`config.mk`:
```
export PLATFORM = sky130hd
export DESIGN_NAME = base64_stream_encoder_core
export DESIGN_NICKNAME = d
export VERILOG_FILES = /design/src/rtl/core/b64se_pkg.sv /design/src/rtl/core/b64se_front.sv /design/src/rtl/core/b64se_queue.sv /design/src/rtl/core/b64se_back.sv /design/src/rtl/core/base64_stream_encoder_core.sv
export VERILOG_INCLUDE_DIRS = /design/src /design/src/rtl/core
export SDC_FILE = /design/constraint.sdc
export NUM_CORES = 1
export LEC_CHECK = 0
export BUFFER_PORTS_ARGS = -buffer_cell sky130_fd_sc_hd__buf_2
export CELL_PAD_IN_SITES_DETAIL_PLACEMENT = 1
export CELL_PAD_IN_SITES_GLOBAL_PLACEMENT = 1
export CORE_MARGIN = 2
export CORE_UTILIZATION = 53
export CTS_BUF_LIST = sky130_fd_sc_hd__clkbuf_8
export DETAILED_ROUTE_END_ITERATION = 6
export GPL_TIMING_DRIVEN = 0
export PLACE_DENSITY = 0.9
export SYNTH_ARGS = -nofsm -noshare
export SYNTH_HDL_FRONTEND = slang
export SYNTH_HIERARCHICAL = 1
export SYNTH_SLANG_ARGS = --single-unit
```
`constraint.sdc`:
```
create_clock -name clk -period 5.8 [get_ports clk]
set_clock_uncertainty 0.2 [all_clocks]
set_input_delay 1.16 -clock clk [delete_from_list [all_inputs] [get_ports clk]]
set_output_delay 1.16 -clock clk [all_outputs]
set_load 0.03 [all_outputs]
```
`src/rtl/core/base64_stream_encoder_core_macros.svh`:
```
// assertion macros for the base64 stream encoder core
`ifndef BASE64_STREAM_ENCODER_CORE_MACROS_SVH
`define BASE64_STREAM_ENCODER_CORE_MACROS_SVH

// checked only outside reset
`define B64SE_ASSERT(lbl, prop, msg) \
  lbl: assert property (@(posedge clk) disable iff (rst) prop) else $error(msg);

// checked on every edge, reset included
`define B64SE_ASSERT_ALWAYS(lbl, prop, msg) \
  lbl: assert property (@(posedge clk) prop) else $error(msg);

`endif

```
`src/rtl/core/b64se_pkg.sv`:
```
// shared types, constants and character mapping for the base64 stream encoder
package b64se_pkg;

  localparam int B64SE_QUEUE_DEPTH = 2;

  localparam logic [7:0] PAD_CHAR    = 8'h3d;
  localparam logic [7:0] UPPER_BASE  = 8'h41;
  localparam logic [7:0] LOWER_OFFS  = 8'd71;
  localparam logic [7:0] DIGIT_OFFS  = 8'd4;
  localparam logic [7:0] PLUS_CHAR   = 8'h2b;
  localparam logic [7:0] SLASH_CHAR  = 8'h2f;
  localparam logic [5:0] LOWER_START = 6'd26;
  localparam logic [5:0] DIGIT_START = 6'd52;
  localparam logic [5:0] PLUS_CODE   = 6'd62;

  localparam logic [1:0] CNT_EMPTY = 2'd0;
  localparam logic [1:0] CNT_ONE   = 2'd1;
  localparam logic [1:0] CNT_TWO   = 2'd2;
  localparam logic [1:0] LAST_CHAR = 2'd3;

  typedef struct packed {
    logic [7:0] data_byte;
    logic       is_final;
  } in_item_t;

  typedef struct packed {
    logic [7:0] out_char;
    logic       run_end;
    logic       message_end;
  } out_item_t;

  // one group ready for character generation
  typedef struct packed {
    logic [23:0] word;
    logic [1:0]  held;
    logic        fin;
  } group_t;

  function automatic logic [7:0] sextet_char(input logic [5:0] v);
    logic [7:0] ext;
    ext = {2'b00, v};
    if (v < LOWER_START) begin
      return UPPER_BASE + ext;
    end else if (v < DIGIT_START) begin
      return ext + LOWER_OFFS;
    end else if (v < PLUS_CODE) begin
      return ext - DIGIT_OFFS;
    end else if (v == PLUS_CODE) begin
      return PLUS_CHAR;
    end else begin
      return SLASH_CHAR;
    end
  endfunction

endpackage

```
`src/rtl/core/b64se_front.sv`:
```
// front end: takes bytes, gathers three-byte groups, hands finished groups to the queue
module b64se_front (
  input  logic               clk,
  input  logic               rst,
  input  logic               byte_valid,
  output logic               byte_stall,
  input  b64se_pkg::in_item_t byte_item,
  input  logic               queue_full,
  output logic               push,
  output b64se_pkg::group_t  group
);
  import b64se_pkg::*;

  logic [1:0]  cnt;
  logic [15:0] held;
  logic [1:0]  cnt_eff;
  logic        accept;
  logic        complete;

  always_comb begin
    cnt_eff    = (cnt == LAST_CHAR) ? CNT_EMPTY : cnt;
    byte_stall = queue_full;
    accept     = byte_valid && !queue_full;
    complete   = (cnt_eff == CNT_TWO) || byte_item.is_final;
    push       = accept && complete;
    group.held = cnt_eff;
    group.fin  = byte_item.is_final;
    case (cnt_eff)
      CNT_TWO: group.word = {held, byte_item.data_byte};
      CNT_ONE: group.word = {held[7:0], byte_item.data_byte, 8'h00};
      default: group.word = {byte_item.data_byte, 16'h0000};
    endcase
  end

  always_ff @(posedge clk) begin
    if (rst) begin
      cnt  <= CNT_EMPTY;
      held <= 16'h0000;
    end else if (accept) begin
      if (complete) begin
        cnt  <= CNT_EMPTY;
        held <= 16'h0000;
      end else begin
        cnt  <= cnt_eff + CNT_ONE;
        held <= {held[7:0], byte_item.data_byte};
      end
    end
  end

endmodule

```
`src/rtl/core/b64se_queue.sv`:
```
// short group queue between front and back
module b64se_queue #(
  parameter int Depth = b64se_pkg::B64SE_QUEUE_DEPTH
) (
  input  logic              clk,
  input  logic              rst,
  input  logic              push,
  input  b64se_pkg::group_t push_group,
  output logic              full,
  input  logic              pop,
  output logic              head_valid,
  output b64se_pkg::group_t head_group
);
  import b64se_pkg::*;

  localparam int PtrW = (Depth > 1) ? $clog2(Depth) : 1;
  localparam int CntW = $clog2(Depth + 1);
  localparam logic [PtrW-1:0] PtrLast = PtrW'(Depth - 1);
  localparam logic [CntW-1:0] CntFull = CntW'(Depth);
  localparam logic [CntW-1:0] CntOne  = CntW'(1);

  group_t          slots [Depth];
  logic [PtrW-1:0] wr_ptr;
  logic [PtrW-1:0] rd_ptr;
  logic [CntW-1:0] count;
  logic            do_push;
  logic            do_pop;

  always_comb begin
    full       = (count == CntFull);
    head_valid = (count != '0);
    head_group = slots[rd_ptr];
    do_push    = push && !full;
    do_pop     = pop && head_valid;
  end

  always_ff @(posedge clk) begin
    if (do_push) begin
      slots[wr_ptr] <= push_group;
    end
  end

  always_ff @(posedge clk) begin
    if (rst) begin
      wr_ptr <= '0;
      rd_ptr <= '0;
      count  <= '0;
    end else begin
      if (do_push) begin
        wr_ptr <= (wr_ptr == PtrLast) ? '0 : wr_ptr + PtrW'(1);
      end
      if (do_pop) begin
        rd_ptr <= (rd_ptr == PtrLast) ? '0 : rd_ptr + PtrW'(1);
      end
      if (do_push && !do_pop) begin
        count <= count + CntOne;
      end else if (do_pop && !do_push) begin
        count <= count - CntOne;
      end
    end
  end

endmodule

```
`src/rtl/core/b64se_back.sv`:
```
// back end: walks each group through four characters into the output register
module b64se_back (
  input  logic                clk,
  input  logic                rst,
  input  logic                head_valid,
  input  b64se_pkg::group_t   head_group,
  output logic                pop,
  output logic                char_valid,
  input  logic                char_stall,
  output b64se_pkg::out_item_t char_item
);
  import b64se_pkg::*;

  group_t     cur;
  logic       cur_valid;
  logic [1:0] k;
  logic       advance;
  logic       load;
  logic [5:0] sextet;
  logic [2:0] nchars;
  out_item_t  next_item;

  always_comb begin
    advance = cur_valid && (!char_valid || !char_stall);
    load    = !cur_valid || (advance && (k == LAST_CHAR));
    pop     = head_valid && load;
    nchars  = {1'b0, cur.held} + 3'd2;
    case (k)
      2'd0:    sextet = cur.word[23:18];
      2'd1:    sextet = cur.word[17:12];
      2'd2:    sextet = cur.word[11:6];
      default: sextet = cur.word[5:0];
    endcase
    next_item.out_char    = ({1'b0, k} < nchars) ? sextet_char(sextet) : PAD_CHAR;
    next_item.run_end     = (k == LAST_CHAR);
    next_item.message_end = (k == LAST_CHAR) && cur.fin;
  end

  always_ff @(posedge clk) begin
    if (rst) begin
      cur_valid  <= 1'b0;
      k          <= 2'd0;
      char_valid <= 1'b0;
    end else begin
      if (advance) begin
        char_valid <= 1'b1;
      end else if (!char_stall) begin
        char_valid <= 1'b0;
      end
      if (load) begin
        cur_valid <= head_valid;
        k         <= 2'd0;
      end else if (advance) begin
        k <= k + 2'd1;
      end
    end
  end

  always_ff @(posedge clk) begin
    if (pop) begin
      cur <= head_group;
    end
    if (advance) begin
      char_item <= next_item;
    end
  end

endmodule

```
`src/rtl/core/base64_stream_encoder_core.sv`:
```
// top level of the base64 stream encoder core
// Base64 (standard alphabet, '=' padded) encoder for a byte stream. Bytes enter one
// per transfer with is_final on the last byte of a message; each completed group
// of three bytes, or a final group of one or two, leaves as four characters, one
// per transfer, with run_end on the fourth and message_end on the fourth of the
// final group. A byte is taken every cycle while the group queue has room; the
// output side delivers one character per cycle while char_stall is low, so a steady
// stream is limited by the single character output register. A group that closes
// passes through the group queue and the current-group register before its first
// character is written into the output register.
module base64_stream_encoder_core #(
  parameter int QueueDepth = b64se_pkg::B64SE_QUEUE_DEPTH
) (
  input  logic                 clk,
  input  logic                 rst,
  input  logic                 byte_valid,
  output logic                 byte_stall,
  input  b64se_pkg::in_item_t  byte_item,
  output logic                 char_valid,
  input  logic                 char_stall,
  output b64se_pkg::out_item_t char_item
);
  import b64se_pkg::*;

  `include "base64_stream_encoder_core_macros.svh"

  logic   push;
  logic   queue_full;
  logic   pop;
  logic   head_valid;
  group_t push_group;
  group_t head_group;

  b64se_front u_front (
    .clk        (clk),
    .rst        (rst),
    .byte_valid (byte_valid),
    .byte_stall (byte_stall),
    .byte_item  (byte_item),
    .queue_full (queue_full),
    .push       (push),
    .group      (push_group)
  );

  b64se_queue #(
    .Depth (QueueDepth)
  ) u_queue (
    .clk        (clk),
    .rst        (rst),
    .push       (push),
    .push_group (push_group),
    .full       (queue_full),
    .pop        (pop),
    .head_valid (head_valid),
    .head_group (head_group)
  );

  b64se_back u_back (
    .clk        (clk),
    .rst        (rst),
    .head_valid (head_valid),
    .head_group (head_group),
    .pop        (pop),
    .char_valid (char_valid),
    .char_stall (char_stall),
    .char_item  (char_item)
  );

  `B64SE_ASSERT(a_no_push_when_full, push |-> !queue_full, "group pushed into full queue")
  `B64SE_ASSERT(a_msg_end_on_run_end, char_valid && char_item.message_end |-> char_item.run_end, "message_end without run_end")
  `B64SE_ASSERT(a_pop_only_valid, pop |-> head_valid, "pop from empty queue")
  `B64SE_ASSERT_ALWAYS(a_reset_idle, rst |=> !char_valid, "output valid right after reset")

endmodule
```
==> results of run 1 <==
-- power groups by stage --
stage	clock network (µW)	registers, µW	logic, µW
after global routing	765	1270	996
after floorplan	0	1300	596
after CTS	735	1250	912
final	722	1250	912
after detailed placement	0	1270	901
after global placement	0	1260	828
-- registers in the layout, summed over array words and instances (netlist names), named ones only --
register	flops
u_front/cnt	2
u_back/char_item	10
u_queue/count	2
u_front/held	16
u_back/k	2
u_queue/wr_ptr	1
u_queue/rd_ptr	1
u_back/cur_valid	1
u_back/char_valid	1
u_back/cur	27
u_queue/slots	54
-- layer usage --
metal | share of wire, % | global-route usage (%) | vias to the layer above | wire length, µm
li1 | - | - | 1589 | -
met1 | 39 | 24.5 | 1691 | 4560
met2 | 55 | 43.8 | 69 | 6530
met3 | 3.2 | 5.35 | 28 | 379
met4 | 2.8 | 11.3 | 0 | 330
met5 | 0 | 0 | - | 0
-- worst min-delay path by stage --
stage / from / cells past startpoint / to
2_1_floorplan: u_queue/wr_ptr$_SDFFE_PP0N_ / 2 / u_queue/wr_ptr$_SDFFE_PP0N_
3_3_place_gp: u_front/held[8]$_SDFFE_PP0P_ / 2 / u_front/held[8]$_SDFFE_PP0P_
3_5_place_dp: u_front/held[13]$_SDFFE_PP0P_ / 2 / u_front/held[13]$_SDFFE_PP0P_
4_1_cts: u_front/held[13]$_SDFFE_PP0P_ / 2 / u_front/held[13]$_SDFFE_PP0P_
5_1_grt: u_front/held[13]$_SDFFE_PP0P_ / 2 / u_front/held[13]$_SDFFE_PP0P_
6_report: u_front/held[13]$_SDFFE_PP0P_ / 2 / u_front/held[13]$_SDFFE_PP0P_
-- cell type report --
class,instances,area (µm²)
buffer,24,180
clock buffer,17,234
clock inverter,15,146
fill,973,3740
inverter,30,113
multi-input combinational,228,1690
sequential,118,3270
tap,133,166
timing repair buffer,25,135
-- cell usage in the layout (no fill, tap or decap), drive strengths merged, types with 2 or more instances in the layout --
cell type  count
nor2b          3
inv           33
a31oi          2
clkbuf        26
or2            4
a22oi         24
a22o           5
dfxtp         27
nand3          7
a311o          2
bufinv         3
xor2           3
a21o           2
nand4          2
and2          10
o21ai         15
nand2b         9
buf           39
a211oi         7
mux2          29
nor2          19
or3            2
o32ai         18
nor3           2
a211o          2
ha            11
edfxtp        91
a21oi         14
clkinv         8
nand2         14
or2b           9
-- critical path, cell delays in order --
cell and delay, ps:
sky130_fd_sc_hd__buf_2 80, sky130_fd_sc_hd__nor2b_1 150, sky130_fd_sc_hd__buf_6 170, sky130_fd_sc_hd__buf_6 150
sky130_fd_sc_hd__o21a_1 140, sky130_fd_sc_hd__inv_1 70, sky130_fd_sc_hd__or3_1 380, sky130_fd_sc_hd__inv_1 830
-- kinds of logic after synthesis --
family          count (synthesis)
flops                         118
other cells                     1
fa+ha+maj                      11
mux                            30
compound gates                 97
buf+inv                        54
xor+xnor                        4
simple gates                   85
-- metrics by stage --
step	utilization (%)	hold slack [ps]	power, µW
6_report	61.3	276	2880
5_1_grt	61.3	298	3030
4_1_cts	61.3	282	2900
3_5_place_dp	57.4	272	2170
3_3_place_gp	57.2	260	2080
2_1_floorplan	-	252	1900
==> results.md, run 1 <==
* Final total negative setup slack at 0 ps
* Number of instances in the synthesized netlist at 400
* Final critical-path required period at 3300 ps
* Setup-violating endpoint count in the final report at 0
* Total via count after detailed routing at 3377
* Number of distinct library cells after synthesis at 54
* Clock latency of the later-clocked register in the worst-skew pair at 430 ps
* Post-synthesis simple-gate area fraction at 8.71%
* Switching power as a share of total power at 33.5%
* Run status: completed
* Die extent in x at 104 µm
* Fraction of final layout cells sized beyond drive strength 1 at 23.2%
* Worst hold path class: register to register
* Register-to-Register Setup Slack at 2760 ps
* P_sw at 967 µW
* Number of cells after detailed placement at 558
* Proportion of synthesized area in mux cells at 6.48%
* Kind of end point of the critical path: register
* P_leak at 0.00212 µW
* Relative slew slack at 16.3%
* Routed wire per std cell at 20.0 µm
* Type of element launching the critical path: primary input
* Ys Warns at 6
* Vias per cell at 5.72
* Flops & latches, synth at 118
* Most numerous cell in the Yosys netlist: sky130_fd_sc_hd__edfxtp_1
* Boundary Pins at 25
* Count of input and output buffers at 24
* Total routed wirelength at 11.8 mm
* Peak supply drop at 0.198 mV
* Most used DFF post-synth: sky130_fd_sc_hd__edfxtp_1
* Number of setup buffers added after CTS at 0
* Top-area cell type share of the netlist area at 52.0%
* Fraction of the mapped netlist area in compound gates at 13.6%
* Final period util at 56.9%
* Xor and xnor area share after synthesis at 0.667%
* Post-detailed-placement cell area at 5560 µm²
* # rows at 36
* DR pass1 iterations at 4
* Number of buffers on the longest clock path at 2
* Top post-synthesis cells by count: 91 x sky130_fd_sc_hd__edfxtp_1, 28 x sky130_fd_sc_hd__inv_1, 27 x sky130_fd_sc_hd__dfxtp_1, 27 x sky130_fd_sc_hd__mux2_2, 24 x sky130_fd_sc_hd__a22oi_1
* Internal power consumption at 1920 µW
* Critical Path Start: byte_valid
* Antenna Violating Nets Remaining at 0
* Initial cell density of the core at 54.3%
* Global-route wire length before repair at 18.9 mm
* Post-layout instance area at 5940 µm²
* GRT Overall Usage at 23.3%
* CTS clock-pin slew for the worst setup and hold paths at 60 ps
* Die footprint at 10700 µm²
* Req. time, crit path at 5640 ps
* Master cell of the clock root buffer: sky130_fd_sc_hd__clkbuf_8
* Largest driver fanout on the critical path at 27
* Power per standard cell area at 485 nW/µm²
* Worst slack, placed at 2080 ps
* Syn_nets at 424
* CTS resizes at 0
* Routability-driven placement congestion ratio at 0.838
* Estimated wirelength of the detail-placed design at 8.31 mm
* Core area at 9680 µm²
* Post-synthesis to final-layout area growth at 13.0%
* Final setup slack of the worst path at 2500 ps
* Sequential fraction of the synthesis area at 62.3%
* Synth top area cells: sky130_fd_sc_hd__edfxtp_1 52%, sky130_fd_sc_hd__dfxtp_1 10%, sky130_fd_sc_hd__mux2_2 5.8%
* Launch point of the worst reg-to-reg path: u_queue/count[0]$_SDFFE_PP0P_
* Reg2Reg Capture Point: u_queue/slots[0][23]$_DFFE_PP_
* Final hold violation count at 0
* Sink count of the clock tree at 118
* Critical path arrival at 3140 ps
* Initial antenna violation count at 0
* Number of max-slew violations in the final report at 0
* Upper clock frequency limit at 0.303 GHz
* Worst Tran Pin Value at 1260 ps
* Combinational fraction of design power at 31.6%
* Non-filler instance count after layout at 590
* Portion of total power attributed to sequential cells at 43.4%
* Gr ovfl total at 0
* Cell depth of the worst flop-to-flop path at 8
* Antenna cells at 0
* Most area-hungry cell type in the Yosys netlist: sky130_fd_sc_hd__edfxtp_1
* Mean cell area of the mapped netlist at 13.1 µm²
* Share of flip-flops with an asynchronous set or reset after synthesis at 0%
* Number of max-cap violations at 0
* Vias in the first global route at 3675
* DRT iter0 DRCs at 155
* Worst setup path class: primary input to register
* Capture point of the critical path: u_queue/slots[0][23]$_DFFE_PP_
* Unrepaired setup endpoints after global routing: false
* Maximum level of the CTS H-tree at 4
* DRC viols at 0
* TritonCTS clock tree: built
* Net count, final at 468
* Dominant combinational cell family by area after synthesis: compound AO/OA/AOI/OAI gates
* Summed instance area of the synthesized netlist at 5260 µm²
* Number of synthesized flops with an enable pin at 91
* Adder and majority gate portion of the synthesized area at 2.62%
* Part of the power in the clock network at 25.0%
* Hold-fix buffers, CTS at 0
* CTS buffer count at 17
* Chip Height at 104 µm
* Largest net degree at the start of global routing at 28
Note: power is estimated with default switching activity, not from simulation.
==> inputs of run 2 (changes only) <==
==> constraint.sdc (replaced) <==
create_clock -name clk -period 3.1 [get_ports clk]
set_clock_uncertainty 0.2 [all_clocks]
set_input_delay 0.62 -clock clk [delete_from_list [all_inputs] [get_ports clk]]
set_output_delay 0.62 -clock clk [all_outputs]
set_load 0.03 [all_outputs]
==> run 2 against run 1 <==
  * Worst hold slack got worse by 1.3 ps
  * Flip-flop and latch count stayed put
  * Worst setup slack got worse by 2300 ps
  * Sequential power increased by 89%
  * Cell area up 0.19%
==> results.md, run 2 (same netlist as run 1, synthesis figures left out) <==
* Run status: completed
* Commonest non-fill, non-tap cells in the layout: 91 x sky130_fd_sc_hd__edfxtp_1, 30 x sky130_fd_sc_hd__inv_1, 27 x sky130_fd_sc_hd__dfxtp_1, 27 x sky130_fd_sc_hd__mux2_2, 26 x sky130_fd_sc_hd__buf_2
* Most frequent CP cell: sky130_fd_sc_hd__inv_1
* DRT iter0 DRCs at 145
* Post-detailed-placement cell area at 5550 µm²
* Register-to-Register Setup Slack at 200 ps
* CTS buffer count at 17
* Worst Tran Pin Value at 858 ps
* Number of cells after detailed placement at 557
* Routed wire per std cell at 20.8 µm
* Design Power at 5430 µW
* Peak supply drop at 0.363 mV
* Most common library cell in the layout ignoring fill and taps: sky130_fd_sc_hd__edfxtp_1
* Hold-fix buffers, CTS at 0
* P_leak at 0.00212 µW
* Non-filler instance count after layout at 591
* Fraction of final layout cells sized beyond drive strength 1 at 24.2%
* Launch point of the worst reg-to-reg path: u_back/k[0]$_SDFFE_PP0P_
* Largest net degree at the start of global routing at 28
* Cell depth of the worst flop-to-flop path at 8
* Power per standard cell area at 913 nW/µm²
* Critical path arrival at 2840 ps
* Global-route wire length before repair at 19.5 mm
* Vias in the first global route at 3654
* Final setup slack of the worst path at 197 ps
* Clock latency of the later-clocked register in the worst-skew pair at 420 ps
* Worst path slowest cell: sky130_fd_sc_hd__or4_1
* Fillers at 981
* # rows at 36
* Setup-violating endpoint count in the final report at 0
* Sink of the worst hold path: u_front/held[11]$_SDFFE_PP0P_
* GRT Overall Usage at 24.1%
* Unrepaired setup endpoints after global routing: false
* Number of flip-flops in the largest register at 54
* Start point of the worst hold path: u_front/held[11]$_SDFFE_PP0P_
* Largest Register: u_queue/slots
* Req. time, crit path at 3040 ps
* Net count, final at 469
* Routability-driven placement congestion ratio at 0.859
* Worst setup path class: register to register
* Post-layout instance area at 5950 µm²
* Final hold violation count at 0
* Kind of end point of the critical path: register
* Number of max-cap violations at 0
* Combined area of the multi-input logic cells at 1710 µm²
* Number of cells traversed by the worst hold path at 2
* Largest regs: u_queue/slots: 54 flops, u_back/cur: 27 flops, u_front/held: 16 flops
* Die footprint at 10700 µm²
* Sink count of the clock tree at 118
* Largest driver fanout on the critical path at 7
* Worst slack, placed at -340 ps
* Worst path cell trace: inv_1 > ha_1 > a22oi_1 > a22o_2 > inv_1 > o211ai_1 > a21oi_1 > or4_1
* Worst hold path class: register to register
* Chip Height at 104 µm
* Register Area at 3270 µm²
* Relative slew slack at 42.5%
* Initial cell density of the core at 54.3%
* Initial antenna violation count at 0
* Final period util at 93.7%
* Total via count after detailed routing at 3439
* DRC viols at 0
* Number of buffers on the longest clock path at 2
* Maximum level of the CTS H-tree at 4
* Antenna Violating Nets Remaining at 0
* Reg2Reg Capture Point: u_back/char_item[5]$_SDFFCE_PP1P_
* Antenna cells at 0
* Master cell of the clock root buffer: sky130_fd_sc_hd__clkbuf_8
* Final total negative setup slack at 0 ps
* Upper clock frequency limit at 0.344 GHz
* Post-synthesis to final-layout area growth at 13.3%
* Vias per cell at 5.82
* Count of input and output buffers at 24
* CP max stage delay at 590 ps
* Core area at 9680 µm²
* Gr ovfl total at 0
* Type of element launching the critical path: register
* Die extent in x at 104 µm
* Number of max-slew violations in the final report at 0
* DR pass1 iterations at 5
* TritonCTS clock tree: built
* Boundary Pins at 25
* Estimated wirelength of the detail-placed design at 8.30 mm
* Total routed wirelength at 12.3 mm
* Final critical-path required period at 2900 ps
* CTS clock-pin slew for the worst setup and hold paths at 60 ps
run 2: cell type report:
type | count | area share (%)
buffer | 24 | 3.03
clock buffer | 19 | 4.39
clock inverter | 13 | 1.91
inverter | 30 | 1.96
multi-input combinational | 229 | 28.8
sequential | 118 | 55.0
tap | 133 | 2.80
timing repair buffer | 25 | 2.14
run 2: report_power, final:
group          leakage, µW  internal (µW)  switching [µW]
clock             0.000213            739             587
sequential         0.00109           2190             170
combinational     0.000819            637            1110
total              0.00212           3570            1870
run 2: layer usage:
| layer | track usage, % | routed length [µm] | vias to the layer above |
|---|---|---|---|
| met5 | 0 | 0 | - |
| met4 | 9.65 | 243 | 0 |
| met3 | 7.36 | 502 | 20 |
| met2 | 43.3 | 6620 | 92 |
| met1 | 26.7 | 4920 | 1739 |
| li1 | - | - | 1588 |
run 2: repair_timing:
action / in CTS / in global routing
gates resized for setup: 0 / 2
pin swaps: 1 / 0
hold endpoints to repair: 0 / 0
gates cloned: 1 / 0
endpoints found under the setup margin: 2 / 54
setup buffers: 1 / 0
run 2: worst max-delay path by stage:
stage / from / end / slack (ps) / cells after the start
finish: u_back/k[0]$_SDFFE_PP0P_ / u_back/char_item[5]$_SDFFCE_PP1P_ / 200 / 8
global route: u_back/k[0]$_SDFFE_PP0P_ / u_back/char_item[4]$_SDFFCE_PP1P_ / 110 / 9
CTS: u_queue/count[0]$_SDFFE_PP0P_ / u_queue/slots[0][23]$_DFFE_PP_ / 50 / 8
detailed placement: u_back/k[0]$_SDFFE_PP0P_ / u_queue/count[1]$_SDFFE_PP0P_ / -340 / 10
global placement: u_back/k[0]$_SDFFE_PP0P_ / u_queue/count[1]$_SDFFE_PP0P_ / -40 / 9
floorplan: u_back/k[0]$_SDFFE_PP0P_ / u_queue/count[1]$_SDFFE_PP0P_ / 250 / 9
run 2: through the flow:
step           util, %  hold slack, ps
3_5_place_dp      57.3             267
2_1_floorplan        -             252
5_1_grt           61.5             281
4_1_cts           61.4             273
6_report          61.5             275
3_3_place_gp      57.3             260
run 2: worst max-delay path: cells and delay by family (launching register included):
| family | cells | cell delay [ps] |
|---|---|---|
| AO/OA/AOI/OAI | 4 | 820 |
| AND/OR/NAND/NOR | 1 | 590 |
| flip-flops | 1 | 430 |
| adder cells (fa/ha/maj) | 1 | 310 |
| buffers and inverters | 2 | 260 |
